### src/hw/rtl/rsa_pkg.sv
// Shared types and constants of the reference-counted slot allocator.
// Used by the channel interfaces, the controller, the datapath and the top level.
package rsa_pkg;

    localparam int SLOT_COUNT_DEF  = 4096;
    localparam int SLOT_BYTES_LOG2 = 7;
    localparam int SLOT_BYTES      = 1 << SLOT_BYTES_LOG2;
    localparam int RESERVED_SLOTS  = 2;
    localparam int HEADER_BYTES    = 16;

    localparam int OP_W     = 2;
    localparam int REQ_W    = 19;
    localparam int SLOT_W   = 12;
    localparam int STATUS_W = 2;
    localparam int COUNT_W  = 16;
    localparam int SPAN_W   = 13;
    localparam int SUM_W    = REQ_W + 1;
    localparam int SPAN_MAX = 8191;

    localparam logic [COUNT_W-1:0] COUNT_FREE = 16'hFFFF;
    localparam logic [COUNT_W-1:0] COUNT_MAX  = 16'h7FFF;

    typedef enum logic [OP_W-1:0] {
        OP_ALLOC   = 2'd0,
        OP_RETAIN  = 2'd1,
        OP_RELEASE = 2'd2,
        OP_UNUSED  = 2'd3
    } t_op;

    typedef enum logic [STATUS_W-1:0] {
        ST_OK           = 2'd0,
        ST_NO_SPACE     = 2'd1,
        ST_FREE_RELEASE = 2'd2,
        ST_SATURATED    = 2'd3
    } t_status;

    typedef struct packed {
        logic [COUNT_W-1:0] count;
        logic [SPAN_W-1:0]  span;
        logic               dflag;
    } t_entry;

    typedef enum logic [1:0] {
        A_CLR,
        A_POS,
        A_PROBE,
        A_SLOT
    } t_addr_sel;

    typedef enum logic [1:0] {
        W_CLR,
        W_GRANT,
        W_RMW
    } t_wdata_sel;

    typedef enum logic [2:0] {
        RK_ALLOC_FAIL,
        RK_IDX_FAIL,
        RK_ECHO_OK,
        RK_GRANT,
        RK_RMW
    } t_res_kind;

    // Commands from the controller to the datapath
    typedef struct packed {
        logic       load;
        logic       clr_inc;
        logic       mem_we;
        t_addr_sel  addr_sel;
        t_wdata_sel wdata_sel;
        logic       pass2;
        logic       skip_res;
        logic       jump;
        logic       start_probe;
        logic       probe_inc;
        logic       probe_to_pos;
        logic       grant_start;
        logic       cursor_upd;
        logic       res_we;
        t_res_kind  res_kind;
        logic       push;
    } t_cmd;

    // Status from the datapath to the controller
    typedef struct packed {
        logic clr_last;
        t_op  op;
        logic len_ok;
        logic idx_ok;
        logic pos_lt_end;
        logic pass2;
        logic pos_reserved;
        logic rd_free;
        logic probe_done;
        logic probe_past_end;
        logic grant_last;
        logic out_free;
    } t_stat;

endpackage

### src/hw/rtl/rsa_ctrl.sv
// Sequencing state machine of the slot allocator: clear sweep, search, grant, update.
// Depends on rsa_pkg for the command and status structs.
module rsa_ctrl (
    input  logic           i_clk,
    input  logic           i_rst_n,
    input  logic           i_req_valid,
    output logic           o_req_ready,
    input  rsa_pkg::t_stat i_stat,
    output rsa_pkg::t_cmd  o_cmd
);

    typedef enum logic [3:0] {
        S_CLEAR,
        S_IDLE,
        S_DISPATCH,
        S_SCAN,
        S_HEAD,
        S_PROBE,
        S_PROBE_EV,
        S_GRANT,
        S_RMW_RD,
        S_RMW_WR,
        S_FINISH
    } t_state;

    t_state        r_state;
    t_state        n_state;
    logic          r_ready;
    logic          n_ready;
    rsa_pkg::t_cmd w_cmd;

    always_comb begin
        n_state = r_state;
        w_cmd   = '0;
        case (r_state)
            S_CLEAR: begin
                w_cmd.mem_we    = 1'b1;
                w_cmd.addr_sel  = rsa_pkg::A_CLR;
                w_cmd.wdata_sel = rsa_pkg::W_CLR;
                w_cmd.clr_inc   = 1'b1;
                if (i_stat.clr_last) begin
                    n_state = S_IDLE;
                end
            end
            S_IDLE: begin
                if (i_req_valid && r_ready) begin
                    w_cmd.load = 1'b1;
                    n_state    = S_DISPATCH;
                end
            end
            S_DISPATCH: begin
                case (i_stat.op)
                    rsa_pkg::OP_ALLOC: begin
                        if (i_stat.len_ok) begin
                            n_state = S_SCAN;
                        end else begin
                            w_cmd.res_we   = 1'b1;
                            w_cmd.res_kind = rsa_pkg::RK_ALLOC_FAIL;
                            n_state        = S_FINISH;
                        end
                    end
                    rsa_pkg::OP_RETAIN, rsa_pkg::OP_RELEASE: begin
                        if (i_stat.idx_ok) begin
                            n_state = S_RMW_RD;
                        end else begin
                            w_cmd.res_we   = 1'b1;
                            w_cmd.res_kind = rsa_pkg::RK_IDX_FAIL;
                            n_state        = S_FINISH;
                        end
                    end
                    default: begin
                        w_cmd.res_we   = 1'b1;
                        w_cmd.res_kind = rsa_pkg::RK_ECHO_OK;
                        n_state        = S_FINISH;
                    end
                endcase
            end
            S_SCAN: begin
                if (!i_stat.pos_lt_end) begin
                    // end of this pass: wrap to slot zero once, then give up
                    if (!i_stat.pass2) begin
                        w_cmd.pass2 = 1'b1;
                    end else begin
                        w_cmd.res_we   = 1'b1;
                        w_cmd.res_kind = rsa_pkg::RK_ALLOC_FAIL;
                        n_state        = S_FINISH;
                    end
                end else if (i_stat.pos_reserved) begin
                    w_cmd.skip_res = 1'b1;
                end else begin
                    w_cmd.addr_sel = rsa_pkg::A_POS;
                    n_state        = S_HEAD;
                end
            end
            S_HEAD: begin
                if (i_stat.rd_free) begin
                    w_cmd.start_probe = 1'b1;
                    n_state           = S_PROBE;
                end else begin
                    w_cmd.jump = 1'b1;
                    n_state    = S_SCAN;
                end
            end
            S_PROBE: begin
                if (i_stat.probe_done) begin
                    w_cmd.grant_start = 1'b1;
                    n_state           = S_GRANT;
                end else if (i_stat.probe_past_end) begin
                    w_cmd.probe_to_pos = 1'b1;
                    n_state            = S_SCAN;
                end else begin
                    w_cmd.addr_sel = rsa_pkg::A_PROBE;
                    n_state        = S_PROBE_EV;
                end
            end
            S_PROBE_EV: begin
                if (i_stat.rd_free) begin
                    w_cmd.probe_inc = 1'b1;
                    n_state         = S_PROBE;
                end else begin
                    // restart the scan at the blocking slot
                    w_cmd.probe_to_pos = 1'b1;
                    n_state            = S_SCAN;
                end
            end
            S_GRANT: begin
                w_cmd.mem_we    = 1'b1;
                w_cmd.addr_sel  = rsa_pkg::A_PROBE;
                w_cmd.wdata_sel = rsa_pkg::W_GRANT;
                w_cmd.probe_inc = 1'b1;
                if (i_stat.grant_last) begin
                    w_cmd.cursor_upd = 1'b1;
                    w_cmd.res_we     = 1'b1;
                    w_cmd.res_kind   = rsa_pkg::RK_GRANT;
                    n_state          = S_FINISH;
                end
            end
            S_RMW_RD: begin
                w_cmd.addr_sel = rsa_pkg::A_SLOT;
                n_state        = S_RMW_WR;
            end
            S_RMW_WR: begin
                w_cmd.mem_we    = 1'b1;
                w_cmd.addr_sel  = rsa_pkg::A_SLOT;
                w_cmd.wdata_sel = rsa_pkg::W_RMW;
                w_cmd.res_we    = 1'b1;
                w_cmd.res_kind  = rsa_pkg::RK_RMW;
                n_state         = S_FINISH;
            end
            S_FINISH: begin
                if (i_stat.out_free) begin
                    w_cmd.push = 1'b1;
                    n_state    = S_IDLE;
                end
            end
            default: begin
                n_state = S_IDLE;
            end
        endcase
        n_ready = (n_state == S_IDLE);
    end

    always_ff @(posedge i_clk) begin
        if (!i_rst_n) begin
            r_state <= S_CLEAR;
            r_ready <= 1'b0;
        end else begin
            r_state <= n_state;
            r_ready <= n_ready;
        end
    end

    assign o_req_ready = r_ready;
    assign o_cmd       = w_cmd;

endmodule

### config.mk
export PLATFORM = sky130hd
export DESIGN_NAME = rsa_ctrl
export DESIGN_NICKNAME = d
export VERILOG_FILES = /design/src/hw/rtl/rsa_pkg.sv /design/src/hw/rtl/rsa_ctrl.sv
export SDC_FILE = /design/constraint.sdc
export NUM_CORES = 1
export LEC_CHECK = 0
export ABC_AREA = 1
export BUFFER_PORTS_ARGS = -buffer_cell sky130_fd_sc_hd__buf_4
export CORE_MARGIN = 2
export CORE_UTILIZATION = 31
export CTS_CLUSTER_DIAMETER = 80
export DETAILED_ROUTE_END_ITERATION = 16
export PLACE_DENSITY = 0.67
export SLEW_MARGIN = 20
export SYNTH_ARGS = -nofsm -noshare
export SYNTH_HDL_FRONTEND = slang
export SYNTH_SLANG_ARGS = --single-unit
### constraint.sdc
create_clock -name i_clk -period 1.1 [get_ports i_clk]
set_input_delay 0.055 -clock i_clk [delete_from_list [all_inputs] [get_ports i_clk]]
set_output_delay 0.055 -clock i_clk [all_outputs]
set_load 0.03 [all_outputs]
==> results.yml, run 1 <==
logic_synthesis:
  ys_ff_latch: 5
  yosysWarnings: 0
  netlist.area_leader.share_pct: 17.5
  netlist_instances: 126
  yosysTopAreaCell: "nand2_1"
  syn_nets: 144
  synth_seq_area_share_pct: 14.5
  synth_area_leaders: "nand2_1 17%, dfxtp_1 15%, inv_1 11%"
  synth_area_sq_um: 688
  avgSynthCellArea_sq_um: 5.46
  synth_cell_type_count: 20
power:
  power_report.internal_total_mw: 0.617
  pwr-share-clk_pct: 20.5
  p_seq_share_pct: 21.7
  peakVddDrop_v: 0.000951
  p_leak_nw: 0.836
  total_power_mw: 1.06
  powerDensity_mw_per_mm2: 679
  combPwrFrac_pct: 57.8
  swShare_pct: 41.8
  netSwitchingPower_mw: 0.443
place:
  dpl.hpwl_um: 1810
  io_buffer_count: 36
  pre_cts_ws_ns: -0.120
  gp_congestion: 0.830
  placed_area_sq_mm: 0.00112
floorplanning:
  start_util_pct: 32.0
  core_sq_mm: 0.00215
  die_h_um: 51.1
  ioPinCount: 37
  dieArea_sq_mm: 0.00261
  fp-row-count: 17
  die_w_um: 51.1
clocking:
  cts-root-buf: "clkbuf_4"
  postCtsHoldBufs: 0
  clk_pin_slew_ns: 0.04
  cts_tree: "yes"
  numCtsBuffers: 3
  cts_max_path_buffers: 2
  h-tree-depth: 1
  clk_latency_ns: 0.25
  cts_sinks: 5
sta:
  period_needed_ns: 1.47
  period_share_pct: 133
  clock-skew-final_ns: 0.00508
  setup_viol: 25
  worst_pin_slew_ns: 0.221
  drv_slew: 0
  max_slew_margin_pct: 85.2
  fmaxAchievable_ghz: 0.682
  hold_violations: 0
  rsz0062_at_grt: "true"
  layout_setup_ws_ns: -0.366
cells_and_area:
  syn2layout_area_growth_pct: 127
  layout_common_cells: "32 x buf_4, 30 x buf_6, 22 x nand2_1"
  diodes: 0
  drive_gt1_share_pct: 66.0
  final_area_sq_mm: 0.00156
  final_common_cell: "buf_4"
  final_nets: 213
global_route:
  grt_pass1_vias: 981
  grt_use_met3_pct: 3.51
  antenna_found_initial: 0
  grt_use_met1_pct: 23.0
  grt_max_degree: 8
  grt_util_met2_pct: 35.3
  grt_usage_pct: 19.8
  grt-ovfl-total: 0
  grt_first_pass_wirelength_um: 4010
  top_usage_layer: "met2"
setup_path:
  required_ns: 1.04
  end_kind: "output pin"
  critPathMaxFanout: 6
  crit_type: "reg -> out"
  crit_path_start_kind: "flop"
  critPathArrivalTime_ns: 1.41
run_status:
  violations: "setup timing"
  status: "complete, but fails checks"
routing:
  drc: 0
  viasPerCell: 4.87
  post_drt_wl_per_cell_um: 13.1
  drtIter0Drc: 28
  vias: 1082
  wl_um: 2910
  ant_nets: 0
  first_pass_iters: 4
hold_path:
  holdCritPathClass: "in -> reg"
flow_run:
  drv_cap: 0
Yosys cell counts:
cell type	instances
nand2_4	1
o211ai_1	1
ha_1	2
dfxtp_1	5
nand4_1	4
nand3_1	11
o21ai_0	4
nor2_2	6
o22ai_1	1
or2_2	1
inv_1	20
a21oi_1	1
nor2_4	3
nand2_1	32
inv_2	7
nand2_2	2
nand3b_1	2
nand3_2	3
nor2_1	19
nor3_1	1
per-stage QoR:
| step | setup TNS (ns) | hold slack, ns | util [%] | std cells |
|---|---|---|---|---|
| 3_5_place_dp | -0.618 | 0.274 | 52.2 | 199 |
| 4_1_cts | -4.95 | 0.0219 | 61.4 | 212 |
| 3_3_place_gp | -0.483 | 0.273 | 52.2 | 199 |
| 2_1_floorplan | -0.576 | 0.155 | - | 126 |
| 5_1_grt | -8.38 | 0.0247 | 72.6 | 222 |
| 6_report | -6.56 | 0.0173 | 72.6 | 222 |
path summary, 6_finish.rpt:
kind              startpoint           to  slack, ns  cells after the start
hold reg to reg   r_state[1]   r_state[3]       0.76                      6
setup reg to reg  r_state[2]  o_req_ready      -0.30                     10
hold / removal       i_rst_n   r_state[0]       0.02                      3
setup / recovery  r_state[2]    o_cmd[10]      -0.37                      5
layout make-up:
cell class	instances	area (sq um)
Multi-Input combinational cell	94	651
Timing Repair Buffer	64	618
Fill cell	160	588
Sequential cell	5	116
Inverter	27	114
Tap cell	28	35.0
Clock buffer	4	26.3
kinds of logic after synthesis:
family                     after synthesis  synth area share, %
DFF                                      5                 14.5
buffers and inverters                   27                 14.7
adders and majority gates                2                 3.64
AOI/OAI and AO/OA                        7                 5.64
and+or+nand+nor                         85                 61.5
metal layers:
layer / up-vias / share of wire (%) / wire length [um]
met1: 490 / 37 / 1080
met4: 0 / 3.2 / 92
met2: 51 / 54 / 1570
li1: 529 / - / -
met3: 12 / 5.7 / 166
met5: - / 0 / 0
worst max-delay path, cell delays in order, from the launching register on:
cell,delay [ns]
dfxtp_4,0.37
inv_4,0.05
nor2_4,0.19
nand3b_1,0.19
nor2_1,0.18
buf_4,0.19
power by group through the flow:
stage | logic (mW) | clock network [mW] | registers (mW)
finish | 0.612 | 0.217 | 0.230
global route | 0.657 | 0.245 | 0.232
CTS | 0.445 | 0.220 | 0.233
detailed placement | 0.417 | 0 | 0.235
global placement | 0.414 | 0 | 0.234
floorplan | 0.234 | 0 | 0.249
what timing repair did:
action | in CTS | in global routing
gates cloned | 0 | 0
pin swaps | 15 | 15
endpoints found under the setup margin | 24 | 25
resized for setup | 33 | 39
buffers inserted | 9 | 10
registers in the layout, indices dropped and copies added, names as in the netlist:
signal / flops
r_state: 4
o_req_ready: 1
Note: power is estimated with default switching activity, not from simulation.
==> run 2, diff against run 1 <==
--- a/config.mk
+++ b/config.mk
@@ -11,7 +11,7 @@
 export CORE_UTILIZATION = 31
 export CTS_CLUSTER_DIAMETER = 80
 export DETAILED_ROUTE_END_ITERATION = 16
-export PLACE_DENSITY = 0.67
+export PLACE_DENSITY = 0.65
 export SLEW_MARGIN = 20
 export SYNTH_ARGS = -nofsm -noshare
 export SYNTH_HDL_FRONTEND = slang
==> constraint.sdc (replaced) <==
create_clock -name i_clk -period 1.5 [get_ports i_clk]
set_input_delay 0.075 -clock i_clk [delete_from_list [all_inputs] [get_ports i_clk]]
set_output_delay 0.075 -clock i_clk [all_outputs]
set_load 0.03 [all_outputs]
==> results.yml, run 2 (synthesized netlist as in run 1, its figures left out) <==
cells_and_area:
  final_area_sq_mm: 0.00105
  final_common_cell: "buf_4"
  largest_reg_flops: 4
  fillers: 225
  drive_gt1_share_pct: 41.0
  ff_latch_area_sq_um: 110
  utilization_pct: 48.9
  multiInputGateArea_sq_um: 504
  layout_common_cells: "36 x buf_4, 31 x nand2_1, 20 x inv_1"
  final_nets: 185
  largest_register: "r_state"
  diodes: 0
  syn2layout_area_growth_pct: 52.5
power:
  p_leak_nw: 0.648
  powerDensity_mw_per_mm2: 568
  p_seq_share_pct: 27.6
  combPwrFrac_pct: 46.8
  swShare_pct: 40.7
  power_report.internal_total_mw: 0.354
  pwr-share-clk_pct: 25.7
  netSwitchingPower_mw: 0.242
  peakVddDrop_v: 0.000378
  total_power_mw: 0.596
sta:
  drv_slew: 0
  clock-skew-final_ns: 0.000107
  period_share_pct: 96.8
  worst_pin_slew_ns: 0.209
  rsz0062_at_grt: "true"
  layout_setup_ws_ns: 0.0484
  period_needed_ns: 1.45
  setup_viol: 0
  fmaxAchievable_ghz: 0.689
  hold_violations: 0
  max_slew_margin_pct: 86.0
setup_path:
  crit_slowest_cell: "dfxtp_4"
  critPathArrivalTime_ns: 1.38
  crit_path_start_kind: "flop"
  crit_type: "reg -> out"
  critPathMaxFanout: 7
  critPathMaxStageDelay_ns: 0.39
  required_ns: 1.42
  end_kind: "output pin"
  crit_path_cell_trace: "inv_4 -> nor2_4 -> nand3b_1 -> o22ai_1 -> buf_4"
hold_path:
  holdCritPathClass: "in -> reg"
global_route:
  grt_max_degree: 8
  grt_usage_pct: 15.7
  grt_first_pass_wirelength_um: 3130
  antenna_found_initial: 0
  grt-ovfl-total: 0
  grt_pass1_vias: 788
place:
  io_buffer_count: 36
  placed_area_sq_um: 993
  dpl.hpwl_um: 1720
  gp_congestion: 0.878
  pre_cts_ws_ns: 0.158
clocking:
  cts_setup_buffers: 0
  cts_sinks: 5
  h-tree-depth: 1
  cts_tree: "yes"
  clk_latency_ns: 0.24
  clk_pin_slew_ns: 0.04
  numCtsBuffers: 3
  cts_max_path_buffers: 2
  cts-root-buf: "clkbuf_4"
routing:
  drc: 0
  ant_nets: 0
  first_pass_iters: 4
  post_drt_wl_per_cell_um: 10.2
  drtIter0Drc: 10
  vias: 906
  viasPerCell: 4.67
  wl_um: 1970
run_status:
  status: "finished clean"
floorplanning:
  die_w_um: 51.1
  ioPinCount: 37
  start_util_pct: 32.0
  die_h_um: 51.1
  core_sq_mm: 0.00215
  fp-row-count: 17
  dieArea_sq_mm: 0.00261
flow_run:
  drv_cap: 0
-- run 2: layout make-up --
cell class / count / share of cell area (%)
inverters: 27 / 9.89
multi-input cells: 94 / 48.0
flip-flops and latches: 5 / 10.5
repair buffers: 36 / 25.7
well taps: 28 / 3.34
clock buffers: 4 / 2.50
-- run 2: worst paths after layout --
check,from,to,slack [ns],cells past startpoint
setup reg to reg,r_state[2],o_req_ready,0.26,9
setup / recovery,r_state[2],o_cmd[7],0.05,5
hold / removal,i_rst_n,r_state[0],0.05,3
hold reg to reg,r_state[1],r_state[3],0.78,6
-- run 2: routing by layer --
| layer | track usage [%] | vias to the layer above | part of all wire, % |
|---|---|---|---|
| met2 | 25.5 | 25 | 48 |
| met1 | 19.8 | 409 | 45 |
| met4 | 8.56 | 0 | 0.81 |
| met5 | 0 | - | 0 |
| met3 | 2.34 | 2 | 5.9 |
| li1 | - | 470 | - |
-- run 2: repair_timing --
action	4_1_cts	5_1_grt
resized for setup	4	7
hold buffers	0	0
setup endpoints to repair	5	6
gates cloned	0	0
pin swaps	0	2
-- run 2: per-stage QoR --
stage,setup TNS (ns),cells,hold slack (ns)
6_report,0,194,0.0514
5_1_grt,-0.0292,194,0.0711
4_1_cts,0,194,0.0482
3_5_place_dp,0,190,0.300
3_3_place_gp,0,190,0.293
2_1_floorplan,0,126,0.186
-- run 2: power groups by stage --
stage	logic (mW)	clock network [mW]	registers, mW
after floorplan	0.161	0	0.175
after global placement	0.272	0	0.165
after detailed placement	0.274	0	0.166
after CTS	0.278	0.160	0.166
after global routing	0.308	0.166	0.166
final	0.279	0.153	0.164
-- run 2: worst max-delay path: cells and delay by family (launching register included) --
| kind | cells | cell delay [ns] |
|---|---|---|
| DFF | 1 | 0.39 |
| and+or+nand+nor | 2 | 0.37 |
| AOI/OAI and AO/OA | 1 | 0.14 |
| buffers and inverters | 2 | 0.23 |
